## src/hdl/bpad_pkg.sv

```systemverilog
// Shared types and constants for the PKCS#7 block padder and unpadder.
// No dependencies; every other file of the block imports this package.
package bpad_pkg;

  localparam int MAX_BLOCK_DEFAULT = 64;

  localparam int BYTE_W = 8;
  localparam int CFG_W  = 7;

  localparam logic [CFG_W-1:0] BLK_LEN_RESET = 7'd16;

  // Register indexes on the configuration port.
  typedef logic [0:0] cfg_idx_t;
  localparam cfg_idx_t CFG_BLK_LEN   = 1'b0;
  localparam cfg_idx_t CFG_DIRECTION = 1'b1;

  localparam logic DIR_ENCODE = 1'b0;
  localparam logic DIR_DECODE = 1'b1;

  localparam logic OP_DATA = 1'b0;
  localparam logic OP_END  = 1'b1;

  // Depth of the command queue between the front and the back.
  localparam int QUEUE_DEPTH = 2;

  typedef enum logic [1:0] {
    CMD_ENC_DATA,
    CMD_ENC_END,
    CMD_DEC_DATA,
    CMD_DEC_END
  } cmd_kind_e;

  typedef struct packed {
    cmd_kind_e         kind;
    logic [BYTE_W-1:0] data;
  } cmd_t;

endpackage

```

## src/hdl/bpad_front.sv

```systemverilog
// Front end: accepts input words and classifies them into queue commands.
// Depends on bpad_pkg.
module bpad_front import bpad_pkg::*; (
  input  logic              in_valid_i,
  output logic              in_ready_o,
  input  logic              op_i,
  input  logic [BYTE_W-1:0] data_byte_i,
  input  logic              direction_i,
  output logic              push_o,
  output cmd_t              push_cmd_o,
  input  logic              push_ready_i
);

  cmd_kind_e kind;

  always_comb begin
    if (direction_i == DIR_DECODE) begin
      kind = (op_i == OP_END) ? CMD_DEC_END : CMD_DEC_DATA;
    end else begin
      kind = (op_i == OP_END) ? CMD_ENC_END : CMD_ENC_DATA;
    end
  end

  assign in_ready_o      = push_ready_i;
  assign push_o          = in_valid_i & push_ready_i;
  assign push_cmd_o.kind = kind;
  assign push_cmd_o.data = data_byte_i;

endmodule

```

## src/hdl/bpad_queue.sv

```systemverilog
// Short command queue that decouples the front end from the back end.
// Depends on bpad_pkg.
module bpad_queue import bpad_pkg::*; (
  input  logic clk_i,
  input  logic rst_ni,
  input  logic push_i,
  input  cmd_t push_cmd_i,
  output logic push_ready_o,
  input  logic pop_i,
  output logic head_valid_o,
  output cmd_t head_o
);

  localparam int PTR_W = (QUEUE_DEPTH > 1) ? $clog2(QUEUE_DEPTH) : 1;
  localparam int CNT_W = $clog2(QUEUE_DEPTH + 1);
  localparam logic [PTR_W-1:0] LAST_PTR = PTR_W'(QUEUE_DEPTH - 1);
  localparam logic [CNT_W-1:0] FULL_CNT = CNT_W'(QUEUE_DEPTH);

  cmd_t             entry_q [QUEUE_DEPTH];
  logic [PTR_W-1:0] wr_ptr_q, wr_ptr_d;
  logic [PTR_W-1:0] rd_ptr_q, rd_ptr_d;
  logic [CNT_W-1:0] count_q, count_d;
  logic             do_push, do_pop;

  assign push_ready_o = (count_q != FULL_CNT);
  assign head_valid_o = (count_q != '0);
  assign head_o       = entry_q[rd_ptr_q];
  assign do_push      = push_i & push_ready_o;
  assign do_pop       = pop_i & head_valid_o;

  always_comb begin
    wr_ptr_d = wr_ptr_q;
    rd_ptr_d = rd_ptr_q;
    count_d  = count_q;
    if (do_push) begin
      wr_ptr_d = (wr_ptr_q == LAST_PTR) ? '0 : wr_ptr_q + 1'b1;
    end
    if (do_pop) begin
      rd_ptr_d = (rd_ptr_q == LAST_PTR) ? '0 : rd_ptr_q + 1'b1;
    end
    if (do_push && !do_pop) begin
      count_d = count_q + 1'b1;
    end else if (do_pop && !do_push) begin
      count_d = count_q - 1'b1;
    end
  end

  always_ff @(posedge clk_i or negedge rst_ni) begin
    if (!rst_ni) begin
      wr_ptr_q <= '0;
      rd_ptr_q <= '0;
      count_q  <= '0;
    end else begin
      wr_ptr_q <= wr_ptr_d;
      rd_ptr_q <= rd_ptr_d;
      count_q  <= count_d;
    end
  end

  always_ff @(posedge clk_i) begin
    if (do_push) begin
      entry_q[wr_ptr_q] <= push_cmd_i;
    end
  end

endmodule

```

## src/hdl/bpad_back.sv

```systemverilog
// Back end: executes queued commands, owns the block store and the output register.
// Depends on bpad_pkg.
module bpad_back import bpad_pkg::*; #(
  parameter int MAX_BLOCK = MAX_BLOCK_DEFAULT
) (
  input  logic              clk_i,
  input  logic              rst_ni,
  input  logic [CFG_W-1:0]  blk_len_i,
  input  logic              head_valid_i,
  input  cmd_t              head_i,
  output logic              pop_o,
  output logic              out_valid_o,
  input  logic              out_ready_i,
  output logic [BYTE_W-1:0] out_byte_o,
  output logic              byte_valid_o,
  output logic              last_o,
  output logic              bad_padding_o
);

  localparam int PW = (MAX_BLOCK > 1) ? $clog2(MAX_BLOCK) : 1;
  localparam int CW = $clog2(MAX_BLOCK + 1);

  typedef enum logic [2:0] {
    S_IDLE,
    S_EMIT,
    S_EPAD,
    S_DPAD,
    S_DCHK,
    S_DERR,
    S_DSTAT
  } state_e;

  state_e            state_q, state_d;
  logic [PW-1:0]     pos_q, pos_d;
  logic [CW-1:0]     fill_q, fill_d;
  logic [PW-1:0]     idx_q, idx_d;
  logic [CW-1:0]     cnt_q, cnt_d;
  logic [CW-1:0]     keep_q, keep_d;
  logic [BYTE_W-1:0] pad_q, pad_d;
  logic              emit_end_q, emit_end_d;

  logic              out_valid_q, out_valid_d;
  logic [BYTE_W-1:0] out_byte_q, out_byte_d;
  logic              byte_valid_q, byte_valid_d;
  logic              last_q, last_d;
  logic              bad_q, bad_d;

  logic [BYTE_W-1:0] mem [MAX_BLOCK];
  logic [BYTE_W-1:0] rdata_q;
  logic              mem_we;
  logic [PW-1:0]     mem_waddr;

  logic [CW-1:0]     bs;
  logic [CW-1:0]     pos_ext, pos_inc, pos_sub, fill_m1, idx_inc;
  logic              can_load, load, emit_done;
  logic [BYTE_W-1:0] ld_byte;
  logic              ld_bv, ld_last, ld_bad;

  // Block size as used: zero acts as one, anything above the store depth as the depth.
  always_comb begin
    if (blk_len_i == '0) begin
      bs = CW'(1);
    end else if (blk_len_i > CFG_W'(MAX_BLOCK)) begin
      bs = CW'(MAX_BLOCK);
    end else begin
      bs = blk_len_i[CW-1:0];
    end
  end

  assign can_load  = !out_valid_q || out_ready_i;
  assign pos_ext   = CW'(pos_q);
  assign pos_inc   = pos_ext + 1'b1;
  assign pos_sub   = pos_ext - bs;
  assign fill_m1   = fill_q - 1'b1;
  assign idx_inc   = CW'(idx_q) + 1'b1;
  assign emit_done = (idx_inc == cnt_q);

  always_comb begin
    state_d    = state_q;
    pos_d      = pos_q;
    fill_d     = fill_q;
    idx_d      = idx_q;
    cnt_d      = cnt_q;
    keep_d     = keep_q;
    pad_d      = pad_q;
    emit_end_d = emit_end_q;
    pop_o      = 1'b0;
    mem_we     = 1'b0;
    mem_waddr  = fill_q[PW-1:0];
    load       = 1'b0;
    ld_byte    = '0;
    ld_bv      = 1'b0;
    ld_last    = 1'b0;
    ld_bad     = 1'b0;

    case (state_q)
      S_IDLE: begin
        if (head_valid_i) begin
          case (head_i.kind)
            CMD_ENC_DATA: begin
              if (pos_ext >= bs) begin
                pos_d = pos_sub[PW-1:0];
              end else if (can_load) begin
                load    = 1'b1;
                ld_byte = head_i.data;
                ld_bv   = 1'b1;
                pos_d   = (pos_inc == bs) ? '0 : pos_inc[PW-1:0];
                pop_o   = 1'b1;
              end
            end
            CMD_ENC_END: begin
              if (pos_ext >= bs) begin
                pos_d = pos_sub[PW-1:0];
              end else begin
                pad_d   = BYTE_W'(bs - pos_ext);
                cnt_d   = '0;
                state_d = S_EPAD;
              end
            end
            CMD_DEC_DATA: begin
              if (fill_q >= bs) begin
                idx_d      = '0;
                cnt_d      = fill_q;
                emit_end_d = 1'b0;
                state_d    = S_EMIT;
              end else begin
                mem_we = 1'b1;
                fill_d = fill_q + 1'b1;
                pop_o  = 1'b1;
              end
            end
            CMD_DEC_END: begin
              if (fill_q == '0 || fill_q != bs) begin
                state_d = S_DERR;
              end else begin
                idx_d   = fill_m1[PW-1:0];
                state_d = S_DPAD;
              end
            end
            default: begin
              pop_o = 1'b1;
            end
          endcase
        end
      end
      S_EPAD: begin
        if (can_load) begin
          load    = 1'b1;
          ld_byte = pad_q;
          ld_bv   = 1'b1;
          ld_last = ((BYTE_W'(cnt_q) + 1'b1) == pad_q);
          if (ld_last) begin
            pos_d   = '0;
            pop_o   = 1'b1;
            state_d = S_IDLE;
          end else begin
            cnt_d = cnt_q + 1'b1;
          end
        end
      end
      S_DPAD: begin
        pad_d  = rdata_q;
        keep_d = fill_q - rdata_q[CW-1:0];
        if (rdata_q == '0 || rdata_q > BYTE_W'(bs)) begin
          state_d = S_DERR;
        end else begin
          state_d = S_DCHK;
        end
      end
      S_DCHK: begin
        if (rdata_q != pad_q) begin
          state_d = S_DERR;
        end else if (CW'(idx_q) == keep_q) begin
          if (keep_q == '0) begin
            state_d = S_DSTAT;
          end else begin
            idx_d      = '0;
            cnt_d      = keep_q;
            emit_end_d = 1'b1;
            state_d    = S_EMIT;
          end
        end else begin
          idx_d = idx_q - 1'b1;
        end
      end
      S_DERR: begin
        if (can_load) begin
          load    = 1'b1;
          ld_last = 1'b1;
          ld_bad  = 1'b1;
          fill_d  = '0;
          pop_o   = 1'b1;
          state_d = S_IDLE;
        end
      end
      S_DSTAT: begin
        if (can_load) begin
          load    = 1'b1;
          ld_last = 1'b1;
          fill_d  = '0;
          pop_o   = 1'b1;
          state_d = S_IDLE;
        end
      end
      S_EMIT: begin
        if (can_load) begin
          load    = 1'b1;
          ld_byte = rdata_q;
          ld_bv   = 1'b1;
          ld_last = emit_end_q & emit_done;
          if (emit_done) begin
            if (emit_end_q) begin
              fill_d = '0;
            end else begin
              // The data word that released the block becomes the first of the next one.
              mem_we    = 1'b1;
              mem_waddr = '0;
              fill_d    = CW'(1);
            end
            pop_o   = 1'b1;
            state_d = S_IDLE;
          end else begin
            idx_d = idx_inc[PW-1:0];
          end
        end
      end
      default: begin
        state_d = S_IDLE;
      end
    endcase

    out_valid_d  = out_valid_q & ~out_ready_i;
    out_byte_d   = out_byte_q;
    byte_valid_d = byte_valid_q;
    last_d       = last_q;
    bad_d        = bad_q;
    if (load) begin
      out_valid_d  = 1'b1;
      out_byte_d   = ld_byte;
      byte_valid_d = ld_bv;
      last_d       = ld_last;
      bad_d        = ld_bad;
    end
  end

  always_ff @(posedge clk_i or negedge rst_ni) begin
    if (!rst_ni) begin
      state_q      <= S_IDLE;
      pos_q        <= '0;
      fill_q       <= '0;
      idx_q        <= '0;
      cnt_q        <= '0;
      keep_q       <= '0;
      pad_q        <= '0;
      emit_end_q   <= 1'b0;
      out_valid_q  <= 1'b0;
      out_byte_q   <= '0;
      byte_valid_q <= 1'b0;
      last_q       <= 1'b0;
      bad_q        <= 1'b0;
    end else begin
      state_q      <= state_d;
      pos_q        <= pos_d;
      fill_q       <= fill_d;
      idx_q        <= idx_d;
      cnt_q        <= cnt_d;
      keep_q       <= keep_d;
      pad_q        <= pad_d;
      emit_end_q   <= emit_end_d;
      out_valid_q  <= out_valid_d;
      out_byte_q   <= out_byte_d;
      byte_valid_q <= byte_valid_d;
      last_q       <= last_d;
      bad_q        <= bad_d;
    end
  end

  // Block store: the read follows the next index; rdata_q holds pre-write mem[idx_q].
  always_ff @(posedge clk_i) begin
    if (mem_we) begin
      mem[mem_waddr] <= head_i.data;
    end
    rdata_q <= mem[idx_d];
  end

  assign out_valid_o   = out_valid_q;
  assign out_byte_o    = out_byte_q;
  assign byte_valid_o  = byte_valid_q;
  assign last_o        = last_q;
  assign bad_padding_o = bad_q;

endmodule

```

## src/hdl/block_pad_encode_decode.sv

```systemverilog
// Top level of the PKCS#7 block padder and unpadder: configuration registers and wiring.
// Depends on bpad_pkg, bpad_front, bpad_queue and bpad_back.
//
// This block adds or strips PKCS#7 padding on a byte stream. Each input word is either a
// data byte (op 0) or an end-of-message mark (op 1). With direction 0 every data byte
// passes straight through and the block counts its position in the cipher block; the
// end mark produces 1 to block-length pad bytes, each equal to the pad length, so an
// aligned message gets a full block of padding. With direction 1 data bytes collect in a
// one-block store, and a full block is released only when another data byte arrives.
// At the end mark the store must hold exactly one block of bytes and end in a valid pad;
// the block then emits the unpadded bytes, a single status word with no byte when the
// whole block was padding, or a single word with bad_padding set. The final word of a
// message carries last. Each direction keeps its own message state. A block length of 0
// acts as 1, and a value above MAX_BLOCK acts as MAX_BLOCK. Configuration is to be
// written by the user only while the block is idle; the block itself does not enforce
// it. A front end classifies input words into a two-entry command queue, and a back end
// executes them and drives a registered output, so input is taken while output is
// stalled until the queue is full. An encode end mark first sets up the pad length and
// then emits the pad bytes. A decode block is released from the store, whose read port
// supplies one byte a cycle while the output is not stalled. A decode end mark fetches
// the pad byte and checks each pad byte, then emits the kept bytes or the status word;
// an error word follows once a check fails. After the block length was lowered
// mid-message, an encode word first subtracts the block length from the saved position
// until it is below the block length. There is no clearing pass after reset.
module block_pad_encode_decode import bpad_pkg::*; #(
  parameter int MAX_BLOCK = MAX_BLOCK_DEFAULT
) (
  input  logic              clk_i,
  input  logic              rst_ni,
  input  logic              cfg_we_i,
  input  cfg_idx_t          cfg_index_i,
  input  logic [CFG_W-1:0]  cfg_wdata_i,
  input  logic              in_valid_i,
  output logic              in_ready_o,
  input  logic              op_i,
  input  logic [BYTE_W-1:0] data_byte_i,
  output logic              out_valid_o,
  input  logic              out_ready_i,
  output logic [BYTE_W-1:0] out_byte_o,
  output logic              byte_valid_o,
  output logic              last_o,
  output logic              bad_padding_o
);

  logic [CFG_W-1:0] blk_len_q;
  logic             direction_q;

  logic             push;
  cmd_t             push_cmd;
  logic             push_ready;
  logic             pop;
  logic             head_valid;
  cmd_t             head;

  // Configuration registers; a write to an index is taken in the cycle it is presented.
  always_ff @(posedge clk_i or negedge rst_ni) begin
    if (!rst_ni) begin
      blk_len_q   <= BLK_LEN_RESET;
      direction_q <= DIR_ENCODE;
    end else if (cfg_we_i) begin
      case (cfg_index_i)
        CFG_BLK_LEN: begin
          blk_len_q <= cfg_wdata_i;
        end
        CFG_DIRECTION: begin
          direction_q <= cfg_wdata_i[0];
        end
        default: begin
          blk_len_q <= blk_len_q;
        end
      endcase
    end
  end

  // The front end tags each word with the direction it was accepted under.
  bpad_front u_front (
    .in_valid_i   (in_valid_i),
    .in_ready_o   (in_ready_o),
    .op_i         (op_i),
    .data_byte_i  (data_byte_i),
    .direction_i  (direction_q),
    .push_o       (push),
    .push_cmd_o   (push_cmd),
    .push_ready_i (push_ready)
  );

  bpad_queue u_queue (
    .clk_i        (clk_i),
    .rst_ni       (rst_ni),
    .push_i       (push),
    .push_cmd_i   (push_cmd),
    .push_ready_o (push_ready),
    .pop_i        (pop),
    .head_valid_o (head_valid),
    .head_o       (head)
  );

  // The back end owns the encode position, the decode store and the output register.
  bpad_back #(
    .MAX_BLOCK (MAX_BLOCK)
  ) u_back (
    .clk_i         (clk_i),
    .rst_ni        (rst_ni),
    .blk_len_i     (blk_len_q),
    .head_valid_i  (head_valid),
    .head_i        (head),
    .pop_o         (pop),
    .out_valid_o   (out_valid_o),
    .out_ready_i   (out_ready_i),
    .out_byte_o    (out_byte_o),
    .byte_valid_o  (byte_valid_o),
    .last_o        (last_o),
    .bad_padding_o (bad_padding_o)
  );

endmodule

```

## config.mk

```make
export PLATFORM = sky130hd
export DESIGN_NAME = block_pad_encode_decode
export DESIGN_NICKNAME = d
export VERILOG_FILES = /design/src/hdl/bpad_pkg.sv /design/src/hdl/bpad_front.sv /design/src/hdl/bpad_queue.sv /design/src/hdl/bpad_back.sv /design/src/hdl/block_pad_encode_decode.sv
export SDC_FILE = /design/constraint.sdc
export NUM_CORES = 1
export LEC_CHECK = 0
export ABC_CLOCK_PERIOD_IN_PS = 4400
export BUFFER_PORTS_ARGS = -buffer_cell sky130_fd_sc_hd__buf_2
export CORE_MARGIN = 2
export CORE_UTILIZATION = 35
export DETAILED_ROUTE_END_ITERATION = 10
export PLACE_DENSITY = 0.52
export SLEW_MARGIN = 20
export SYNTH_ARGS = -nofsm -noshare
export SYNTH_HDL_FRONTEND = slang
export SYNTH_HIERARCHICAL = 1
export SYNTH_SLANG_ARGS = --single-unit
```

## constraint.sdc

```tcl
create_clock -name clk_i -period 4.4 [get_ports clk_i]
set_input_delay 0.44 -clock clk_i [delete_from_list [all_inputs] [get_ports clk_i]]
set_output_delay 0.44 -clock clk_i [all_outputs]
set_load 0.05 [all_outputs]
```

==> results, run 1 <==
- The post-route worst hold slack is -0.0244 ns.
- Summing all multi-input logic gate instances after layout gives a little under 9000 um2.
- For this block, the routed nets add up to ~81,000 um of wire.
- The signal on the critical path passes through or4_4 > nor2_4 > o21a_1 > ha_4 > nand2b_4 > a211o_1 > a211oi_2 > o31a_1 > o31a_1 > nor3_4 > clkinv_4 > buf_12 > buf_12 > buf_12 > mux4_2 > a22o_1 > a211o_1 > or4_1.
- sky130_fd_sc_hd__edfxtp_1 takes more of the synthesized area than any other cell.
- The run finished, with violations left.
- The slew at the pin closest to its max-slew limit is ~1.1 ns.
- The initial core utilization is between 30% and 40%.
- On the critical path, the stage with the largest delay is an instance of sky130_fd_sc_hd__or4_4.
- The kind of critical path is flop to flop.
- The area of the mapped netlist is between 20,000 and 30,000 um2.
- The hold violation count in the final report is 28.
- Clock tree synthesis inserted a total of 69 buffers.
- The tightest min-delay check is of the input pin to async pin type.
- The largest vdd supply drop is 0.000345 V.
- The max-slew violation total from the final report was 0.
- The height of the die is around 280 um.
- The share of total power consumed by net switching is 39.5%.
- The standby leakage power is approximately 12 nW.
- The pin count of the biggest net entering global routing is between 70 and 80.
- In the final design database the tool counted roughly 2,300 nets.
- The post-synthesis instance total is 2,013.
- Summing all flip-flop and latch instances after layout gives approximately 18,000 um2.
- The weighted congestion reported at the end of routability-driven placement is between 0.8 and 0.9.
- The number of buffers inserted by port buffering is 34.
- The worst path uses 106% of the clock period.
- The H-tree level count is 3.
- In this run, the number of DRC markers left after iteration 0 of detailed routing was about 1,600.
- The clock tree root driver cell is sky130_fd_sc_hd__clkbuf_16.
- For this run the aggregate overflow at the end of global routing stands at 0.
- The worst path in the final design needs a cycle of 4.69 ns, including I/O delays and setup.
- The delay of the slowest critical-path stage is between 0.5 and 0.6 ns.
- Of the synthesized area, sequential elements account for between 60 and 70%.
- The first global-routing pass estimated around 120,000 um of wire.
- The global router's overall resource usage is 20.4%.
- The DRC violations left is 0.
- The number of ports placed on the die boundary is 35.
- The combinational family with the most area after synthesis is simple AND/OR/NAND/NOR gates.
- The tool flagged a number of max-cap violations equal to 0.
- STA classifies the critical path startpoint as a flop.
- For the worst flop-to-flop path, the logic depth is 18.
- The commonest cells after synthesis are sky130_fd_sc_hd__edfxtp_1 (532), sky130_fd_sc_hd__nand2_1 (249), sky130_fd_sc_hd__nand3_1 (112).
- Of the post-synthesis cell area, the dominant cell type holds 58.8%.
- The clock transition time at the flip-flop clock pins of the worst setup and hold paths is around 0.06 ns.
- Counting flops with a built-in enable in the synthesized netlist gives between 500 and 600.
- The via count of the first global-routing pass is ~18,000.
- On the final layout, the worst clock skew is 0.0371 ns.
- The most common cell in the synthesized netlist is sky130_fd_sc_hd__edfxtp_1.
- In the final routed layout, each cell accounts on average for between 20 and 25 um.
- The startpoint identified for the worst register-to-register timing path is blk_len_q[1]$_DFFE_PN0P_.
- Synthesis produced a netlist with a net count of roughly 2,100.
- The data required time at the worst endpoint is 4.88 ns.
- For this run, the number of Yosys warnings is 6.
- In this run the critical register-to-register path is captured at u_back/rdata_q[5]$_DFF_P_.
- The initial antenna violation count is 4.
- The floorplan step defined a die boundary enclosing approximately 80,000 um2.
- The final setup violation count is 8.
- The internal portion of the total power is approximately 15 mW.
- The first detailed-routing pass ran for 5 iterations.
- The number of placed instances, taps included is 3,209.
- In the routed layout, each cell is associated on average with a via count of around 5.4.
- The number of different library cells used by synthesis comes to 82.
- The register bit total from synthesis is ~600.
- After Yosys synthesis, and, or, nand and nor cells account for a little under an eighth of the synthesized area.
- Summing internal, switching and leakage power gives between 20 and 30 mW.
- After synthesis, the cell types taking the most area are sky130_fd_sc_hd__edfxtp_1 (59%), sky130_fd_sc_hd__dfrtp_1 (6.3%), sky130_fd_sc_hd__mux4_2 (3.8%).
- Combinational logic is responsible for between 40% and 50% of the overall power.
- The power per standard cell area is roughly 780 nW/um2.
- The clock net in this run drives a total of about 610 sinks.
- The fraction of layout cells with a size suffix above 1 is about 24%.
- The count of nets left with antenna violations once routing finished came out at 0.
- The setup slack on the worst flop-to-flop path is -0.29 ns.
- The largest fanout on the critical path is 5.
- In this run, the clock network consumes 20.9% of the power.
- For this block, the via count after detailed routing is 18,115.
- Based on the critical path, the design can be clocked at up to roughly 210 MHz.
- The sequential share of power is 30.4%.
- Counting along the longest clock path gives a buffer depth of 3.
- Compared with the post-synthesis result, the final layout area differs by 21.4%.
- The insertion delay of the later-clocked pin in the worst-skew pair is roughly 0.62 ns.
- The post-DP HPWL is around 55,000 um.
- The arithmetic-cell share of the synthesized area counting full adders, half adders and majority gates is around 2.0%.
- The die is 283 um wide.
- The core region is roughly 77,000 um2.
- The number of placement rows is 102.
- After filler insertion, the fill cell instance count of the layout stands at 7,106.
- In this design, the critical path's most frequently occurring cell is sky130_fd_sc_hd__buf_12.
- At the worst endpoint, the arrival time is around 5.2 ns.
- The relative max-transition margin is roughly 27%.
- The post-synthesis average cell area is around 14 um2.
- The multiplexer share of the synthesized area is 7.88%.
- In the synthesized netlist the dominant register cell turns out to be sky130_fd_sc_hd__edfxtp_1.
- The worst slack at placement is -0.456 ns.
- In the post-route analysis, the smallest setup slack over all paths is -0.285 ns.
- The checks that failed: hold timing, setup timing.
- The analysis attributes to net switching a power of around 10 mW.
- The share of the synthesized area in compound gates (AO/OA/AOI/OAI) is just under 8%.
- TritonCTS built the clock tree.
- The proportion of synthesized flip-flops having asynchronous set or reset is 11.3%.
- Setup repair after global routing could not meet its margin everywhere.
- The post-route non-filler standard cell count is ~3,400.
- The xor/xnor cell area share of the yosys netlist is between 2 and 2.5%.
- The critical path endpoint category is a flop.
## layer usage
| layer | track usage [%] | vias to the layer above | wire length (um) |
|---|---|---|---|
| met1 | 27.2 | 9187 | 34600 |
| met3 | 3.29 | 154 | 4710 |
| met5 | 0 | - | 0 |
| met2 | 33.6 | 611 | 38500 |
| li1 | - | 8163 | - |
| met4 | 7.12 | 0 | 2910 |
## sequential cells by signal (all words and copies together), names as in the netlist, 7 cells and up
| register | flops |
|---|---|
| u_back/pad_q | 8 |
| u_back/rdata_q | 8 |
| blk_len_q | 7 |
| u_back/cnt_q | 7 |
| u_back/mem | 512 |
| u_back/fill_q | 7 |
| u_queue/entry_q | 20 |
| u_back/keep_q | 7 |
| u_back/out_byte_o | 8 |
## through the flow
stage / area (um2) / setup TNS (ns) / util, %
global route: 33000 / -2.72 / 42.7
detailed placement: 30300 / -2.98 / 39.2
CTS: 32700 / -2.00 / 42.3
floorplan: 27200 / 0 / -
finish: 33000 / -1.56 / 42.7
global placement: 30200 / -3.24 / 39.1
## power groups by stage
stage          Combinational, mW  Clock (mW)  Sequential, mW
2_1_floorplan               6.75           0            7.88
3_3_place_gp                11.4           0            7.90
3_5_place_dp                11.5           0            7.89
4_1_cts                     12.0        5.45            7.78
5_1_grt                     13.4        5.68            7.82
6_report                    12.5        5.34            7.78
## area by class of cell
class,instances,area share [%]
clock inverters,41,0.921
inverters,57,0.671
flip-flops and latches,609,54.1
repair buffers,309,8.16
clock buffers,81,5.37
well taps,1040,3.94
multi-input cells,1223,26.8
diodes,3,0.0227
## logic make-up after synthesis
family | Yosys count
and+or+nand+nor | 649
DFF | 609
AOI/OAI and AO/OA | 309
buffers and inverters | 181
muxes | 151
xor gates and xnor gates | 73
adders and majority gates | 41
## what timing repair did
action                     4_1_cts  5_1_grt
cloned                           2        1
pin swaps                       13       32
setup endpoints to repair        8       23
hold buffers                     4        0
hold endpoints to repair         7        0
gates resized for setup         33       42
setup buffers                   10       13
## cells in the final DEF, fill, tap and decap left out, types with 50 or more instances in the layout
cell type                   count
sky130_fd_sc_hd__edfxtp_1     532
sky130_fd_sc_hd__nand2_1      248
sky130_fd_sc_hd__buf_4        236
sky130_fd_sc_hd__nand3_1      107
sky130_fd_sc_hd__nor2_1        99
sky130_fd_sc_hd__mux2i_1       82
sky130_fd_sc_hd__a21oi_1       73
sky130_fd_sc_hd__clkbuf_16     70
sky130_fd_sc_hd__dfrtp_1       68
sky130_fd_sc_hd__inv_1         50
## worst max-delay path by stage
stage                             start                         to  slack, ns  depth (start not counted)
6_report       blk_len_q[1]$_DFFE_PN0P_  u_back/rdata_q[5]$_DFF_P_      -0.29                         18
5_1_grt        blk_len_q[1]$_DFFE_PN0P_  u_back/rdata_q[5]$_DFF_P_      -0.43                         18
4_1_cts        blk_len_q[1]$_DFFE_PN0P_  u_back/rdata_q[5]$_DFF_P_      -0.28                         17
3_5_place_dp   blk_len_q[1]$_DFFE_PN0P_  u_back/rdata_q[7]$_DFF_P_      -0.46                         17
3_3_place_gp   blk_len_q[1]$_DFFE_PN0P_  u_back/rdata_q[7]$_DFF_P_      -0.43                         17
2_1_floorplan  blk_len_q[1]$_DFFE_PN0P_  u_back/rdata_q[0]$_DFF_P_       0.01                         18
## worst max-delay path: cells and delay by family (launching register included)
family | cells | cell delay [ns]
compound gates | 7 | 1.73
simple gates | 5 | 1.31
mux | 1 | 0.49
buf+inv | 4 | 0.44
flops | 1 | 0.37
fa+ha+maj | 1 | 0.21
Note: power is estimated with default switching activity, not from simulation.
==> run 2, diff against run 1 <==
--- a/config.mk
+++ b/config.mk
@@ -5,7 +5,7 @@
 export SDC_FILE = /design/constraint.sdc
 export NUM_CORES = 1
 export LEC_CHECK = 0
-export ABC_CLOCK_PERIOD_IN_PS = 4400
+export ABC_CLOCK_PERIOD_IN_PS = 4080
 export BUFFER_PORTS_ARGS = -buffer_cell sky130_fd_sc_hd__buf_2
 export CORE_MARGIN = 2
 export CORE_UTILIZATION = 35
==> constraint.sdc (replaced) <==
create_clock -name clk_i -period 4.08 [get_ports clk_i]
set_input_delay 0.408 -clock clk_i [delete_from_list [all_inputs] [get_ports clk_i]]
set_output_delay 0.408 -clock clk_i [all_outputs]
set_load 0.05 [all_outputs]
==> results, run 2 (synthesis results as in run 1) <==
- The DRC violations left was 0 (unchanged).
- The area enclosed by the die boundary is 79,900 um2 (unchanged).
- Highest-count cells in the layout ignoring fill and taps: sky130_fd_sc_hd__edfxtp_1 (532), sky130_fd_sc_hd__buf_4 (279), sky130_fd_sc_hd__nand2_1 (246) (was sky130_fd_sc_hd__edfxtp_1 (532), sky130_fd_sc_hd__nand2_1 (248), sky130_fd_sc_hd__buf_4 (236)).
- The fraction of layout cells with a size suffix above 1 came to 26.5% (was 24.1%).
- The power per standard cell area is 844 nW/um2 (was 776 nW/um2).
- The total inserted antenna cells is 0 (was 3).
- The total congestion overflow came to 0 (unchanged).
- The data required time at the worst endpoint is 4.55 ns (was 4.88 ns).
- The clock tree root driver cell is sky130_fd_sc_hd__clkbuf_16 (unchanged).
- The initial core utilization is 35.2% (unchanged).
- The max-slew violation total from the final report is 0 (unchanged).
- The worst slack at placement was -0.790 ns (was -0.456 ns).
- The worst hold path begins at cfg_wdata_i[3].
- The largest fanout on the critical path is 7 (was 5).
- The arrival time at the worst endpoint is 5.09 ns (was 5.16 ns).
- The maximum clock frequency is 216 MHz (was 213 MHz).
- The detail-routed net length per standard cell is 23.9 um (was 24.0 um).
- The leading cell type in the layout, fill and taps excluded is sky130_fd_sc_hd__edfxtp_1 (unchanged).
- The number of clock sinks was 609 (unchanged).
- The setup slack after layout is -0.545 ns (was -0.285 ns).
- The final setup violation count is 8 (unchanged).
- The start point of the critical path is blk_len_q[1]$_DFFE_PN0P_ (unchanged).
- The total wire length was 81,800 um (was 80,700 um).
- The via count of the first global-routing pass is 18,018 (was 18,229).
- The number of buffers inserted by port buffering was 34 (unchanged).
- The relative max-transition margin is 36.1% (was 27.3%).
- The total via count after detailed routing is 18,139 (was 18,115).
- The kind of critical path is flop to flop (unchanged).
- The total iterations of the first detailed-routing run was 6 (was 5).
- The critical path endpoint category is a flop (unchanged).
- The worst min-delay path category is input pin to flop (was input pin to async pin).
- The number of max-capacitance violations reported was 0 (unchanged).
- The launch instance of the worst register-to-register path is blk_len_q[1]$_DFFE_PN0P_ (unchanged).
- The number of placement rows came to 102 (unchanged).
- The clock period minus worst slack came to 4.62 ns (was 4.69 ns).
- The clock transition time at the flip-flop clock pins of the worst setup and hold paths was 0.06 ns (about the same).
- The largest vdd supply drop is 0.000439 V (was 0.000345 V).
- The initial detailed-routing violation count is 1,803 (was 1,563).
- Status: finished with violations (unchanged).
- Violated checks: setup timing (was hold timing, setup timing).
- The fill cell instance count of the final layout is 6,990 (was 7,106).
- The x dimension of the die is 283 um (unchanged).
- Largest registers: u_back/mem x512, u_queue/entry_q x20 (unchanged).
- The standby leakage power came to 12.2 nW (was 11.8 nW).
- The hold violation count in the final report is 0 (was 28).
- The flip-flop count of the largest register, all copies and words added is 512 (unchanged).
- The height of the die came to 283 um (unchanged).
- The number of ports placed on the die boundary is 35 (unchanged).
- The post-route worst hold slack is 0.0316 ns (was -0.0244 ns).
- The TritonCTS buffer count is 68 (was 69).
- The global router's overall resource usage came to 20.5% (was 20.4%).
- The number of buffers on the longest clock path came to 3 (unchanged).
- The ratio of routed vias to standard cells came to 5.30 (was 5.39).
- The post-layout net count is 2,393 (was 2,332).
- The period utilization came to 113% (was 106%).
- The floorplan core area is 77,200 um2 (unchanged).
- The insertion delay of the later-clocked pin in the worst-skew pair is 0.61 ns (was 0.62 ns).
- The global-route wire length before repair is 121,000 um (was 120,000 um).
- The area added between synthesis and finish is 24.3% (was 21.4%).
- The post-detailed-route count of antenna-violating nets came to 0 (unchanged).
- RSZ-0062 raised after global routing: true (unchanged).
- The pin count of the biggest net entering global routing came to 70 (was 79).
- The weighted congestion reported at the end of routability-driven placement is 0.901 (was 0.900).
- The initial antenna violation count is 0 (was 4).
- The TritonCTS clock tree was built (unchanged).
- The slew at the pin closest to its max-slew limit is 0.959 ns (was 1.09 ns).
- The register with the most flip-flops is u_back/mem (unchanged).
- The startpoint type of the worst setup path is a flop (unchanged).
- The final clock skew is 0.0282 ns (was 0.0371 ns).
- The H-tree level count is 3 (unchanged).
- The post-DP HPWL is 55,000 um (was 54,700 um).
-- run 2: cell count changes in the layout (fill, tap and decap cells not counted), sizes merged, moves of 3 or more --
cell / previous run / this run
buf: 303 / 358
dlygate4sd3: 4 / 10
diode: 3 / 0
bufinv: 1 / 9
clkinv: 36 / 22
clkbuf: 82 / 88
-- run 2: where the power goes --
group / switching (mW) / internal [mW]
sequential: 0.465 / 7.89
combinational: 8.12 / 5.79
clock: 2.54 / 3.72
-- run 2: final cells by class --
| type | instances | area (um2) | area share (%) |
|---|---|---|---|
| inverters | 57 | 226 | 0.670 |
| multi-input cells | 1223 | 8970 | 26.5 |
| well taps | 1040 | 1300 | 3.85 |
| flip-flops and latches | 609 | 17900 | 52.8 |
| clock inverters | 35 | 454 | 1.34 |
| repair inverters | 1 | 11.3 | 0.0333 |
| clock buffers | 86 | 1800 | 5.32 |
| repair buffers | 370 | 3170 | 9.38 |
-- run 2: worst max-delay path: stages, from the launching register on --
cell	delay, ns
sky130_fd_sc_hd__dfrtp_1	0.38
sky130_fd_sc_hd__or4_4	0.55
sky130_fd_sc_hd__nor2_4	0.09
sky130_fd_sc_hd__o21a_1	0.18
sky130_fd_sc_hd__ha_4	0.14
sky130_fd_sc_hd__nand2b_4	0.10
sky130_fd_sc_hd__a211o_1	0.18
sky130_fd_sc_hd__a211oi_4	0.09
sky130_fd_sc_hd__o31a_1	0.37
sky130_fd_sc_hd__o31a_1	0.31
sky130_fd_sc_hd__nor3_4	0.31
sky130_fd_sc_hd__clkinv_4	0.12
sky130_fd_sc_hd__buf_6	0.16
sky130_fd_sc_hd__buf_6	0.13
sky130_fd_sc_hd__buf_12	0.14
sky130_fd_sc_hd__mux4_2	0.46
sky130_fd_sc_hd__a211o_1	0.31
sky130_fd_sc_hd__or4_1	0.47
-- run 2: per-stage QoR --
step	setup TNS (ns)	util, %	instance area [um2]	total power, mW	cells
6_report	-4.05	43.8	33800	28.5	3421
5_1_grt	-5.12	43.8	33800	30.0	3421
4_1_cts	-4.85	43.2	33400	28.1	3412
3_5_place_dp	-5.79	39.6	30600	21.0	3262
3_3_place_gp	-6.07	39.6	30500	20.9	3262
2_1_floorplan	-2.14	-	27200	15.8	2013
-- run 2: metal layers --
| metal | global-route usage (%) | wire [um] |
|---|---|---|
| met1 | 27.8 | 35600 |
| met2 | 34.0 | 39000 |
| met3 | 3.08 | 4760 |
| met4 | 6.25 | 2360 |
| met5 | 0 | 0 |
-- run 2: what timing repair did --
item / CTS / global route
gates resized for setup: 57 / 79
hold buffers: 10 / 0
setup buffers: 15 / 14
pin swaps: 20 / 44
gates cloned: 4 / 2
hold endpoints to repair: 62 / 0
endpoints found under the setup margin: 9 / 145
-- run 2: final timing paths --
check                                                   to  slack, ns  cells past startpoint
min in group asynchronous    u_back/state_q[0]$_DFFE_PN0P_       0.50                      2
max in group asynchronous      u_back/pad_q[1]$_DFFE_PN0P_       2.96                      2
hold reg to reg            u_back/byte_valid_o$_DFFE_PN0P_       0.48                      1
hold / removal                    blk_len_q[3]$_DFFE_PN0P_       0.03                      2
setup / recovery                 u_back/rdata_q[5]$_DFF_P_      -0.54                     17
setup reg to reg                 u_back/rdata_q[5]$_DFF_P_      -0.54                     17
